### src/rtl/opcd_pkg.sv
// Package: packet types, result codes, register map and CRC helpers for the packet check/decode.
package opcd_pkg;

    localparam int CRC_BYTES  = 7;
    localparam int CFG_IDX_W  = 3;
    localparam int CFG_DATA_W = 8;
    localparam int CHAN_W     = 11;

    localparam logic [1:0] STATUS_OK       = 2'd0;
    localparam logic [1:0] STATUS_CRC_ERR  = 2'd1;
    localparam logic [1:0] STATUS_ADDR_ERR = 2'd2;

    localparam logic [1:0] PKT_RC   = 2'd0;
    localparam logic [1:0] PKT_MSP  = 2'd1;
    localparam logic [1:0] PKT_SYNC = 2'd2;
    localparam logic [1:0] PKT_TLM  = 2'd3;

    localparam logic [CFG_IDX_W-1:0] REG_CRC_POLY    = 3'd0;
    localparam logic [CFG_IDX_W-1:0] REG_CRC_OFFSET  = 3'd1;
    localparam logic [CFG_IDX_W-1:0] REG_DEV_ADDR    = 3'd2;
    localparam logic [CFG_IDX_W-1:0] REG_RATE_INDEX  = 3'd3;
    localparam logic [CFG_IDX_W-1:0] REG_UID_BYTE3   = 3'd4;
    localparam logic [CFG_IDX_W-1:0] REG_UID_BYTE4   = 3'd5;
    localparam logic [CFG_IDX_W-1:0] REG_UID_BYTE5   = 3'd6;
    localparam logic [CFG_IDX_W-1:0] REG_SWITCH_MODE = 3'd7;

    localparam logic [7:0] CRC_POLY_RESET = 8'h07;

    typedef struct packed {
        logic [7:0] header_byte;
        logic [7:0] payload_byte1;
        logic [7:0] payload_byte2;
        logic [7:0] payload_byte3;
        logic [7:0] payload_byte4;
        logic [7:0] payload_byte5;
        logic [7:0] payload_byte6;
        logic [7:0] check_byte;
    } pkt_in_t;

    typedef struct packed {
        logic [1:0]        status;
        logic [1:0]        packet_type;
        logic [CHAN_W-1:0] channel_0;
        logic [CHAN_W-1:0] channel_1;
        logic [CHAN_W-1:0] channel_2;
        logic [CHAN_W-1:0] channel_3;
        logic              sync_match;
        logic [7:0]        sync_hop_index;
        logic [7:0]        sync_nonce;
        logic [2:0]        sync_tlm_ratio;
        logic [7:0]        msp_function;
        logic [31:0]       msp_payload;
    } pkt_out_t;

    typedef struct packed {
        logic [7:0] crc_polynomial;
        logic [7:0] crc_offset;
        logic [5:0] device_address;
        logic [1:0] rate_index;
        logic [7:0] uid_byte3;
        logic [7:0] uid_byte4;
        logic [7:0] uid_byte5;
        logic [1:0] expected_switch_mode;
    } cfg_t;

    // one byte of MSB-first CRC-8, implicit top bit
    function automatic logic [7:0] crc8_byte(input logic [7:0] crc, input logic [7:0] data,
                                             input logic [7:0] poly);
        logic [7:0] c;
        c = crc ^ data;
        for (int i = 0; i < 8; i++)
        begin
            if (c[7])
            begin
                c = {c[6:0], 1'b0} ^ poly;
            end
            else
            begin
                c = {c[6:0], 1'b0};
            end
        end
        return c;
    endfunction

    function automatic logic [7:0] pkt_byte(input pkt_in_t p, input logic [2:0] idx);
        logic [7:0] b;
        unique case (idx)
            3'd0: b = p.header_byte;
            3'd1: b = p.payload_byte1;
            3'd2: b = p.payload_byte2;
            3'd3: b = p.payload_byte3;
            3'd4: b = p.payload_byte4;
            3'd5: b = p.payload_byte5;
            3'd6: b = p.payload_byte6;
            3'd7: b = p.check_byte;
        endcase
        return b;
    endfunction

endpackage

### src/rtl/opcd_decode.sv
// Final check and field decode: CRC compare, address compare, per-type unpacking.
module opcd_decode
    import opcd_pkg::*;
(
    input  pkt_in_t    pkt,
    input  logic [7:0] crc,
    input  cfg_t       cfg,
    output pkt_out_t   result
);

    logic [7:0] crc_adj;

    assign crc_adj = crc + cfg.crc_offset;

    always_comb
    begin
        result             = '0;
        result.packet_type = pkt.header_byte[1:0];
        priority if (crc_adj != pkt.check_byte)
        begin
            result.status = STATUS_CRC_ERR;
        end
        else if (pkt.header_byte[7:2] != cfg.device_address)
        begin
            result.status = STATUS_ADDR_ERR;
        end
        else
        begin
            result.status = STATUS_OK;
            unique case (pkt.header_byte[1:0])
                PKT_RC:
                begin
                    result.channel_0 = {pkt.payload_byte1, pkt.payload_byte5[7:5]};
                    result.channel_1 = {pkt.payload_byte2, pkt.payload_byte5[4:2]};
                    result.channel_2 = {pkt.payload_byte3, pkt.payload_byte5[1:0],
                                        pkt.payload_byte6[7]};
                    result.channel_3 = {pkt.payload_byte4, pkt.payload_byte6[6:4]};
                end
                PKT_MSP:
                begin
                    result.msp_function = pkt.payload_byte1;
                    result.msp_payload  = {pkt.payload_byte3, pkt.payload_byte4,
                                           pkt.payload_byte5, pkt.payload_byte6};
                end
                PKT_SYNC:
                begin
                    result.sync_hop_index = pkt.payload_byte1;
                    result.sync_nonce     = pkt.payload_byte2;
                    result.sync_tlm_ratio = pkt.payload_byte3[5:3];
                    result.sync_match     = (pkt.payload_byte3[7:6] == cfg.rate_index)
                                         && (pkt.payload_byte3[2:1] == cfg.expected_switch_mode)
                                         && (pkt.payload_byte4 == cfg.uid_byte3)
                                         && (pkt.payload_byte5 == cfg.uid_byte4)
                                         && (pkt.payload_byte6 == cfg.uid_byte5);
                end
                PKT_TLM:
                begin
                    result.status = STATUS_OK;
                end
            endcase
        end
    end

endmodule

### src/rtl/ota_packet_check_decode.sv
// Top level: pipelined CRC-8 check and decode of 8-byte radio packets.
//
//   channel   signals                       request
//   in        in_valid/in_ready, in_data    one packet, bytes 0..7
//   out       out_valid/out_ready, out_data one status/decode result
//   cfg       cfg_we, cfg_index, cfg_wdata  register write, no wait
//
// One packet per cycle, unless out_ready stalls the pipe, through eight register
// stages: seven CRC stages (one byte each), then the decode/output register.
// Reset clears stage valid bits and loads register defaults.
// Each stage holds while the one after it is full and stalled; bubbles collapse.
module ota_packet_check_decode
    import opcd_pkg::*;
(
    input  logic                  clk,
    input  logic                  rst_n,
    input  logic                  in_valid,
    output logic                  in_ready,
    input  pkt_in_t               in_data,
    output logic                  out_valid,
    input  logic                  out_ready,
    output pkt_out_t              out_data,
    input  logic                  cfg_we,
    input  logic [CFG_IDX_W-1:0]  cfg_index,
    input  logic [CFG_DATA_W-1:0] cfg_wdata
);

    cfg_t       cfg_reg;

    logic       vld_reg  [CRC_BYTES];
    pkt_in_t    pkt_reg  [CRC_BYTES];
    logic [7:0] crc_reg  [CRC_BYTES];
    logic [7:0] crc_next [CRC_BYTES];
    logic       stg_rdy  [CRC_BYTES+1];

    logic       out_valid_reg;
    pkt_out_t   out_data_reg;
    pkt_out_t   out_data_next;

    always_ff @(posedge clk or negedge rst_n)
    begin
        if (!rst_n)
        begin
            cfg_reg <= '{crc_polynomial: CRC_POLY_RESET, default: '0};
        end
        else if (cfg_we)
        begin
            unique case (cfg_index)
                REG_CRC_POLY:    cfg_reg.crc_polynomial       <= cfg_wdata;
                REG_CRC_OFFSET:  cfg_reg.crc_offset           <= cfg_wdata;
                REG_DEV_ADDR:    cfg_reg.device_address       <= cfg_wdata[5:0];
                REG_RATE_INDEX:  cfg_reg.rate_index           <= cfg_wdata[1:0];
                REG_UID_BYTE3:   cfg_reg.uid_byte3            <= cfg_wdata;
                REG_UID_BYTE4:   cfg_reg.uid_byte4            <= cfg_wdata;
                REG_UID_BYTE5:   cfg_reg.uid_byte5            <= cfg_wdata;
                REG_SWITCH_MODE: cfg_reg.expected_switch_mode <= cfg_wdata[1:0];
            endcase
        end
    end

    assign stg_rdy[CRC_BYTES] = !out_valid_reg || out_ready;
    assign in_ready           = stg_rdy[0];

    for (genvar k = 0; k < CRC_BYTES; k++)
    begin : g_crc
        logic    src_vld;
        pkt_in_t src_pkt;
        logic [7:0] src_crc;

        if (k == 0)
        begin : g_first
            assign src_vld = in_valid;
            assign src_pkt = in_data;
            assign src_crc = 8'h00;
        end
        else
        begin : g_rest
            assign src_vld = vld_reg[k-1];
            assign src_pkt = pkt_reg[k-1];
            assign src_crc = crc_reg[k-1];
        end

        assign stg_rdy[k]  = !vld_reg[k] || stg_rdy[k+1];
        assign crc_next[k] = crc8_byte(src_crc, pkt_byte(src_pkt, 3'(k)),
                                       cfg_reg.crc_polynomial);

        always_ff @(posedge clk or negedge rst_n)
        begin
            if (!rst_n)
            begin
                vld_reg[k] <= 1'b0;
            end
            else if (stg_rdy[k])
            begin
                vld_reg[k] <= src_vld;
            end
        end

        always_ff @(posedge clk)
        begin
            if (stg_rdy[k] && src_vld)
            begin
                pkt_reg[k] <= src_pkt;
                crc_reg[k] <= crc_next[k];
            end
        end
    end

    opcd_decode u_decode (
        .pkt    (pkt_reg[CRC_BYTES-1]),
        .crc    (crc_reg[CRC_BYTES-1]),
        .cfg    (cfg_reg),
        .result (out_data_next)
    );

    always_ff @(posedge clk or negedge rst_n)
    begin
        if (!rst_n)
        begin
            out_valid_reg <= 1'b0;
        end
        else if (stg_rdy[CRC_BYTES])
        begin
            out_valid_reg <= vld_reg[CRC_BYTES-1];
        end
    end

    always_ff @(posedge clk)
    begin
        if (stg_rdy[CRC_BYTES] && vld_reg[CRC_BYTES-1])
        begin
            out_data_reg <= out_data_next;
        end
    end

    assign out_valid = out_valid_reg;
    assign out_data  = out_data_reg;

endmodule
### config.mk
export PLATFORM = sky130hd
export DESIGN_NAME = ota_packet_check_decode
export DESIGN_NICKNAME = d
export VERILOG_FILES = /design/src/rtl/opcd_pkg.sv /design/src/rtl/opcd_decode.sv /design/src/rtl/ota_packet_check_decode.sv
export SDC_FILE = /design/constraint.sdc
export NUM_CORES = 1
export LEC_CHECK = 0
export BUFFER_PORTS_ARGS = -buffer_cell sky130_fd_sc_hd__buf_2
export CAP_MARGIN = 40
export CELL_PAD_IN_SITES_DETAIL_PLACEMENT = 0
export CELL_PAD_IN_SITES_GLOBAL_PLACEMENT = 1
export CORE_MARGIN = 2
export CORE_UTILIZATION = 27
export CTS_CLUSTER_DIAMETER = 50
export DETAILED_ROUTE_END_ITERATION = 16
export MAX_ROUTING_LAYER = met4
export PLACE_DENSITY_LB_ADDON = 0.1
export SYNTH_ARGS = -nofsm -noshare
export SYNTH_HDL_FRONTEND = slang
export SYNTH_SLANG_ARGS = --single-unit
### constraint.sdc
create_clock -name clk -period 10.2 [get_ports clk]
set_clock_uncertainty 0.2 [all_clocks]
set_input_delay 0 -clock clk [delete_from_list [all_inputs] [get_ports clk]]
set_output_delay 0 -clock clk [all_outputs]
set_load 0.05 [all_outputs]
==> results of run 1 <==
==> stage by stage <==
| step | std cells | hold WS, ns | utilization [%] | setup slack [ns] | area, sq um |
|---|---|---|---|---|---|
| floorplan | 2510 | -0.496 | - | 3.82 | 33700 |
| CTS | 4585 | 0.0146 | 33.3 | 4.77 | 41200 |
| global route | 4586 | 0.0510 | 33.3 | 4.52 | 41200 |
| detailed placement | 4271 | -0.192 | 29.6 | 4.80 | 36700 |
| global placement | 4261 | -0.0219 | 29.5 | 4.49 | 36500 |
| finish | 4588 | 0.0499 | 33.3 | 4.78 | 41200 |
==> cell usage in the layout, fill, tap and decap left out, drive strengths merged, types with 25 or more instances in the layout <==
cell type / count
nand2: 267
nor4b: 45
nand3b: 29
dfrtp: 55
buf: 239
nand2b: 25
a211oi: 30
mux2i: 53
xnor3: 55
xor2: 88
xnor2: 299
clkinv: 37
nand3: 64
o21ai: 113
dlygate4sd3: 156
edfxtp: 612
a21oi: 66
mux2: 61
nor2: 135
nor3: 54
inv: 30
clkbuf: 97
and2: 66
==> routing by layer <==
layer	up-vias	global-route usage (%)	wire (um)
met5	-	-	0
met2	479	25.7	47600
met1	10700	21.4	46500
li1	10000	-	-
met4	0	5.61	3360
met3	151	2.40	4070
==> worst register-to-register path, cell delays in order (launching register included) <==
cell and delay (ns):
dfrtp_2 0.33, buf_4 0.42, clkinv_2 0.79, buf_4 0.60, o21ai_2 0.32, nand2_2 0.11, a31o_2 0.26, or4_4 0.49
a2111oi_0 0.42, nand3b_1 0.29, xor3_2 0.57, nor2_1 0.12, mux2i_1 0.09, xor2_1 0.17
==> layout make-up <==
class | instances | share of cell area [%]
Sequential cell | 670 | 48.2
Multi-Input combinational cell | 1709 | 32.2
Timing Repair Buffer | 395 | 7.33
Clock buffer | 97 | 5.45
Tap cell | 1637 | 4.97
Clock inverter | 61 | 1.68
Inverter | 16 | 0.149
Antenna cell | 3 | 0.0182
==> worst paths after layout <==
check,from,endpoint
min in group asynchronous,rst_n,cfg_reg[48]
max in group asynchronous,rst_n,cfg_reg[43]
hold reg to reg,pkt_reg[3][58],pkt_reg[4][58]
hold / removal,cfg_wdata[2],cfg_reg[36]
setup / recovery,cfg_reg[49],crc_reg[6][4]
setup reg to reg,cfg_reg[49],crc_reg[6][4]
==> cells by family (layout without fill, tap and decap cells) <==
kind of cell / after synthesis / count (layout) / share of synthesized area [%]
AO/OA/AOI/OAI: 354 / 354 / 7.82
XOR/XNOR: 449 / 449 / 15.1
adder cells (fa/ha/maj): 8 / 8 / 0.319
buffers and inverters: 131 / 569 / 2.00
flip-flops: 670 / 670 / 58.8
multiplexers: 114 / 114 / 3.78
other: 0 / 3 / 0
AND/OR/NAND/NOR: 784 / 784 / 12.2
==> flow_summary.toml, run 1 <==
[run_status]
status = "complete, no violations"

[drt]
vias_per_cell = 4.65
drc = 0
ant_nets = 0
routed_wirelength_um = 101000
drt-initial-drc-count = 1351
dr.pass1.iters = 5
vias = 21400
detail_route.wl_per_cell_um = 22.1

[synthesis]
ys_seq_elements = 670
synthesis.area_sq_mm = 0.0337
syn-num-nets = 2598
ys_top_cells_by_count = "612 x edfxtp_1, 278 x xnor2_1, 265 x nand2_1"
postSynthCellCount = 2510
netlist.area_leader.share_pct = 54.5
synthArstFlopShare_pct = 8.66
synth.most_common_cell = "edfxtp_1"
synth_area_leaders = "edfxtp_1 55%, xnor2_1 7.2%, dfrtp_1 4.1%"
synth_seq_area_share_pct = 58.8
yosys.cell_types.count = 96
synth_flop_cell = "edfxtp_1"
synth_edf_count = 612
yosysWarnings = 0
synth_largest_area_cell = "edfxtp_1"
avgSynthCellArea_sq_um = 13.4

[sta]
hold_violations = 0
fin_crit_ns = 5.42
fin_tns_setup_ns = 0
slew_violations = 0
rsz0062_at_grt = "false"
max_freq_mhz = 184
fin_crit_sh_pct = 53.2
finalSetupViolCount = 0
worst_pin_slew_ns = 0.896
relSlewSlack_pct = 40.1

[placed_design]
dp_hpwl_um = 68600
io_buffer_count = 189
place.gp.congestion = 0.791

[clock_network]
clock_latency_ns = 0.67
path_clk_slew_ns = 0.06
htreeDepth = 3
cts_buffer_depth = 3
hold_buffers = 156
cts-root-buf = "clkbuf_16"
cts_tree = "built"
cts_num_sinks = 670
postCtsSetupBuffers = 0
ctsResizeCount = 0
cts_buffers = 87

[setup_path]
r2r_slack_ns = 4.78
worstSetupStartpointType = "register"
critPathMaxStageDelay_ns = 0.78
crit_cells = 13
critPathTopFamily = "buffers and inverters"
slowest_stage = "clkinv_2"
crit_type = "register to register"
crit_fanout = 48
path_common_cell = "buf_4"
worst_ep_arrival_time_ns = 5.63
path_cells = "buf_4, clkinv_2, buf_4, o21ai_2, nand2_2, a31o_2, or4_4, a2111oi_0, nand3b_1, xor3_2, nor2_1, mux2i_1, xor2_1"
cp-end-kind = "register"
path_buf_inv = 3
worstRegToRegCells = 13
cp.required_ns = 10.41

[global_route]
grt_pass1_vias = 21900
grt_usage_pct = 16.3
grt_pass1_wl_um = 148000
gr-total-overflow = 0
antenna_found_initial = 8
grt_start_max_net_pins = 69

[hold_path]
hold_class = "input pin to register"
min_path_cells = 3

[cells_and_area]
nets = 2967
largest_reg_flops = 448
syn2layout_area_growth_pct = 22.1
regArea_sq_mm = 0.0198
multi_input_area_sq_mm = 0.0133
fillers = 12200
drive_gt1_share_pct = 20.0

[floorplanning]
die_area_sq_mm = 0.128
start_util_pct = 27.2
fp.dieW_um = 357
num_rows = 129
pin_count = 190
dieHeight_um = 357
core_area_sq_mm = 0.124

[flow_run]
max-cap-violations = 0
Power of run 1 is not shown: default switching activity piles up to over one toggle a cycle in this logic, so the estimate is an artifact.
==> inputs of run 2 (changes only) <==
ABC_AREA = 1   (was unset)
clock period = 4.6 ns   (was 10.2 ns; I/O delays follow)
==> run 2 against run 1 <==
- hold slack improved by 0.055 ns
- worst setup slack lost 4.4 ns
- utilization up 0.49 points
- non-clock buffer count rose by 6
- sequential cell count stayed put
- final area is 4.9% lower
- critical path depth grew 6
- die area shrank 6.2%
- synthesized cell count up 24%
- global-route usage decreased by 0.81 points
- via count up 2.7%
==> flow_summary.toml, run 2 <==
[power]
swShare_pct = 43.1
power.net_switching_mw = 13.5
comb_power_share_pct = 47.8
pwr-share-seq_pct = 29.6
leakage_nw = 16.7
pwr-share-clk_pct = 22.6
ir_drop_uv = 405
powerDensity_mw_per_mm2 = 802
p_int_mw = 17.9

[global_route]
gr-total-overflow = 0
grt_pass1_wl_um = 136000
grt_start_max_net_pins = 77
grt_pass1_vias = 21600
grt_usage_pct = 15.5
antenna_found_initial = 7

[drt]
ant_nets = 0
drc = 0
vias_per_cell = 4.31
routed_wirelength_um = 90700
vias = 21900
dr.pass1.iters = 5
drt-initial-drc-count = 1374
detail_route.wl_per_cell_um = 17.8

[floorplanning]
die_area_sq_mm = 0.120
num_rows = 125
core_area_sq_mm = 0.116
dieHeight_um = 346
fp.dieW_um = 346
start_util_pct = 27.2
pin_count = 190

[synthesis]
yosys.cell_types.count = 39
ys_seq_elements = 670
synth-simple-area-share_pct = 22.1
synth_flop_cell = "edfxtp_1"
synth_largest_area_cell = "edfxtp_1"
avgSynthCellArea_sq_um = 10.2
synth_top_family_by_area = "simple AND/OR/NAND/NOR gates"
synth_area_leaders = "edfxtp_1 58%, nand2_1 11%, nand3_1 4.8%"
synth_fa_ha_area_share_pct = 0.341
synth_compound_area_share_pct = 1.77
syn-num-nets = 3193
synthMuxAreaShare_pct = 0
synth_xor_area_share_pct = 7.39
netlist.area_leader.share_pct = 58.2
postSynthCellCount = 3105
synth_seq_area_share_pct = 62.8
yosysWarnings = 0
synth.most_common_cell = "nand2_1"
synthArstFlopShare_pct = 8.66
ys_top_cells_by_count = "950 x nand2_1, 612 x edfxtp_1, 302 x nand3_1"
synth_edf_count = 612
synthesis.area_sq_mm = 0.0316

[flow_run]
max-cap-violations = 0

[clock_network]
path_clk_slew_ns = 0.06
cts_buffers = 89
cts_num_sinks = 670
cts_tree = "built"
cts_buffer_depth = 3
htreeDepth = 3
clock_latency_ns = 0.65
cts-root-buf = "clkbuf_16"
postCtsSetupBuffers = 0

[sta]
rsz0062_at_grt = "false"
slew_violations = 0
finalWorstSetupSlack_ns = 0.353
fin_tns_setup_ns = 0
hold_violations = 0
finalSetupViolCount = 0
whs_ns = 0.105
fin_crit_sh_pct = 92.3
fin_crit_ns = 4.25
worst_pin_slew_ns = 0.720
max_freq_mhz = 235
relSlewSlack_pct = 51.9

[placed_design]
io_buffer_count = 189
pre_cts_ws_ns = 0.256
place.gp.congestion = 0.787
dp_hpwl_um = 62500

[cells_and_area]
syn2layout_area_growth_pct = 24.0
nets = 3574
drive_gt1_share_pct = 14.6
final_common_cell = "nand2_1"
mostFrequentLayoutCells = "948 x nand2_1, 612 x edfxtp_1, 302 x nand3_1, 289 x inv_1, 260 x nor2_1"
largest_reg_flops = 448

[setup_path]
startpoint = "cfg_reg[49]"
r2r-start = "cfg_reg[49]"
crit_fanout = 19
cp.required_ns = 4.80
crit_type = "register to register"
worstSetupStartpointType = "register"
cp-end-kind = "register"
worst_ep_arrival_time_ns = 4.45

[run_status]
status = "complete, no violations"

[hold_path]
hold_class = "input pin to register"
hold_path.startpoint = "in_data[63]"
run 2: cell count changes after synthesis, sizes merged, moves of 53 or more:
| cell | before | now |
|---|---|---|
| mux2i | 53 | 0 |
| xnor3 | 55 | 0 |
| nor2 | 135 | 271 |
| mux2 | 61 | 0 |
| a21oi | 66 | 9 |
| nand3 | 64 | 328 |
| inv | 15 | 305 |
| and2 | 66 | 0 |
| nand2 | 267 | 999 |
| xnor2 | 299 | 148 |
run 2: stage by stage:
| stage | instances | util (%) | area [sq um] | power [mW] |
|---|---|---|---|---|
| 2_1_floorplan | 3105 | - | 31600 | 21.0 |
| 5_1_grt | 5082 | 33.8 | 39200 | 34.2 |
| 6_report | 5083 | 33.8 | 39200 | 31.4 |
| 3_3_place_gp | 4765 | 29.7 | 34500 | 24.4 |
| 3_5_place_dp | 4769 | 29.8 | 34600 | 24.5 |
| 4_1_cts | 5082 | 33.7 | 39100 | 31.9 |
run 2: worst paths after layout:
check	to	slack, ns	cells past startpoint
setup reg to reg	crc_reg[0][3]	0.35	19
hold / removal	pkt_reg[0][63]	0.10	2
hold reg to reg	pkt_reg[5][30]	0.20	0
max in group asynchronous	cfg_reg[42]	3.46	5
setup / recovery	crc_reg[0][3]	0.35	19
min in group asynchronous	g_crc[1].src_vld	0.17	4
run 2: what timing repair did:
| action | 4_1_cts | 5_1_grt |
|---|---|---|
| setup endpoints to repair | 0 | 17 |
| gates resized for setup | 0 | 4 |
| hold buffers | 150 | 0 |
| hold endpoints to repair | 223 | 0 |
run 2: power by group through the flow:
stage	clock [mW]	sequential, mW	combinational (mW)
5_1_grt	7.57	9.44	17.2
6_report	7.11	9.30	15.0
3_3_place_gp	0	9.44	15.0
2_1_floorplan	0	9.35	11.7
3_5_place_dp	0	9.45	15.1
4_1_cts	7.32	9.34	15.2
run 2: logic make-up (layout without fill, tap and decap cells):
logic type,after synthesis,count (layout)
AOI/OAI and AO/OA,110,110
adders and majority gates,8,8
DFF,670,670
other,0,1
xor gates and xnor gates,256,256
buffers and inverters,417,870
and+or+nand+nor,1644,1644
run 2: worst max-delay path, stage by stage, from the launching register on:
cell and delay (ns):
dfrtp_4 0.65, nand2_2 0.15, xnor2_4 0.30, nand2_2 0.14, xnor2_4 0.30, nand2_1 0.08, nand2_1 0.11, nand2_4 0.11
nor2_1 0.11, nand2_1 0.07, nand2_2 0.23, nand3_1 0.16, nand2_2 0.24, nand4_1 0.14, nand2_2 0.30, nand3_2 0.12
nand2_2 0.27, inv_1 0.13, nand3_1 0.09, nand2_1 0.06
run 2: routing by layer:
layer | share of wire (%) | global-route usage, % | wire (um) | vias to the layer above
li1 | - | - | - | 10900
met4 | 2.9 | 4.93 | 2630 | 0
met3 | 3.7 | 2.08 | 3320 | 142
met2 | 48 | 25.4 | 43700 | 464
met1 | 45 | 19.9 | 41100 | 10400
met5 | 0 | - | 0 | -
run 2: layout make-up:
cell class              count  area, sq um
clock inverters            56          692
inverters                 306         1150
diodes                      1         2.50
well taps                1524         1910
repair buffers            401         3140
flip-flops and latches    670        19800
fillers                 11800        76900
multi-input cells        2018        10000
clock buffers             107         2390
(Power assumes the default switching activity.)
==> inputs of run 3 (changes only) <==
CTS_BUF_LIST = sky130_fd_sc_hd__clkbuf_4 sky130_fd_sc_hd__clkbuf_8   (was unset)
==> run 3 against run 2 <==
- die area stayed put
- sequential share of layout area grew 0.70 points
- non-clock buffer count up 7
- via count is 0.55% higher
- global-route usage about the same
- power decreased by 4.5%
- register-to-register slack better by 0.08 ns
- sequential cell count unchanged
- final cell count rose by 1.2%
- critical path depth stayed put
- largest power group unchanged
==> flow_summary.toml, run 3 (synthesis results as in run 2) <==
[cells_and_area]
fillers = 11900
nets = 3608
largest_reg_flops = 448
fin_cells = 5144
final_common_cell = "nand2_1"
drive_gt1_share_pct = 15.9
mostFrequentLayoutCells = "948 x nand2_1, 612 x edfxtp_1, 302 x nand3_1, 289 x inv_1, 260 x nor2_1"
syn2layout_area_growth_pct = 22.3
final_cell_area_sq_mm = 0.0386
utilization_pct = 33.3

[setup_path]
r2r-start = "cfg_reg[48]"
worst_ep_arrival_time_ns = 4.44
crit_fanout = 47
r2r_slack_ns = 0.43
cp-end-kind = "register"
worstRegToRegCells = 19
r2r-end = "crc_reg[0][3]"
startpoint = "cfg_reg[48]"
cp.required_ns = 4.87
worstSetupStartpointType = "register"
crit_type = "register to register"

[clock_network]
htreeDepth = 3
path_clk_slew_ns = 0.06
cts_buffer_depth = 3
cts_num_sinks = 670
clock_latency_ns = 0.75
cts_buffers = 116
cts_tree = "built"
cts-root-buf = "clkbuf_8"

[sta]
rsz0062_at_grt = "false"
whs_ns = 0.0867
fin_crit_ns = 4.17
max_freq_mhz = 240
relSlewSlack_pct = 52.2
slew_violations = 0
finalSetupViolCount = 0
fin_tns_setup_ns = 0
worst_pin_slew_ns = 0.715
finalWorstSetupSlack_ns = 0.431
hold_violations = 0
fin_crit_sh_pct = 90.6

[drt]
drt-initial-drc-count = 1323
routed_wirelength_um = 90700
vias = 22000
detail_route.wl_per_cell_um = 17.6
ant_nets = 0
vias_per_cell = 4.29
drc = 0
dr.pass1.iters = 8

[placed_design]
placed_cells = 4769
pre_cts_ws_ns = 0.256
place.gp.congestion = 0.787
io_buffer_count = 189
dp_hpwl_um = 62500
place_area_sq_mm = 0.0346

[power]
powerDensity_mw_per_mm2 = 776
power.total_mw = 30.0
p_int_mw = 16.7
swShare_pct = 44.4
power.net_switching_mw = 13.3
leakage_nw = 16.5
pwr-share-seq_pct = 31.0
ir_drop_uv = 404
pwr-share-clk_pct = 18.9
comb_power_share_pct = 50.1

[floorplanning]
core_area_sq_mm = 0.116
fp.dieW_um = 346
start_util_pct = 27.2
pin_count = 190
dieHeight_um = 346
num_rows = 125
die_area_sq_mm = 0.120

[global_route]
grt_pass1_vias = 21800
grt_usage_pct = 15.5
grt_start_max_net_pins = 77
gr-total-overflow = 0
antenna_found_initial = 5
grt_pass1_wl_um = 136000

[flow_run]
max-cap-violations = 0

[hold_path]
hold_class = "input pin to asynchronous set/reset pin"

[run_status]
status = "complete, no violations"
-- run 3: cell type report --
type	instances	area, sq um	share of cell area [%]
Clock buffer	171	2090	5.41
Inverter	306	1150	2.98
Clock inverter	46	378	0.978
Tap cell	1524	1910	4.94
Multi-Input combinational cell	2018	10000	26.0
Timing Repair Buffer	408	3220	8.33
Sequential cell	670	19800	51.4
Antenna cell	1	2.50	0.00648
-- run 3: worst max path at each step --
stage,slack [ns],cells past startpoint,end
after floorplan,0.46,3,out_data[0]
after global placement,0.28,19,crc_reg[0][3]
after detailed placement,0.26,19,crc_reg[0][3]
after CTS,0.18,19,crc_reg[0][3]
after global routing,0.07,24,crc_reg[4][7]
final,0.43,19,crc_reg[0][3]
-- run 3: what timing repair did --
action                                  4_1_cts  5_1_grt
endpoints found under the setup margin        0       19
hold buffers                                155        0
endpoints found under the hold margin       294        0
gates resized for setup                       0        4
setup buffers                                 0        2
-- run 3: layer usage --
| metal | up-vias | share of wire, % | global-route usage (%) |
|---|---|---|---|
| met2 | 463 | 49 | 25.9 |
| li1 | 11000 | - | - |
| met3 | 134 | 3.5 | 2.17 |
| met1 | 10400 | 46 | 19.7 |
| met4 | 0 | 2.1 | 4.02 |
| met5 | - | 0 | - |
-- run 3: critical path, stage by stage, from the launching register on --
cell     delay (ns)
dfrtp_2        0.41
buf_12         0.29
nand2_1        0.11
xnor2_1        0.38
xnor2_4        0.23
nand2_1        0.08
nand2_1        0.11
nand2_4        0.11
nor2_1         0.12
nand2_1        0.07
nand2_2        0.23
nand3_1        0.16
nand2_2        0.24
nand4_1        0.14
nand2_2        0.30
nand3_2        0.12
nand2_2        0.27
inv_1          0.14
nand3_1        0.09
nand2_1        0.06
-- run 3: power groups by stage --
stage          Clock, mW  Combinational, mW  Sequential (mW)
2_1_floorplan          0               11.7             9.35
3_3_place_gp           0               15.0             9.44
3_5_place_dp           0               15.1             9.45
4_1_cts             5.89               15.3             9.34
5_1_grt             6.16               17.2             9.42
6_report            5.67               15.0             9.28
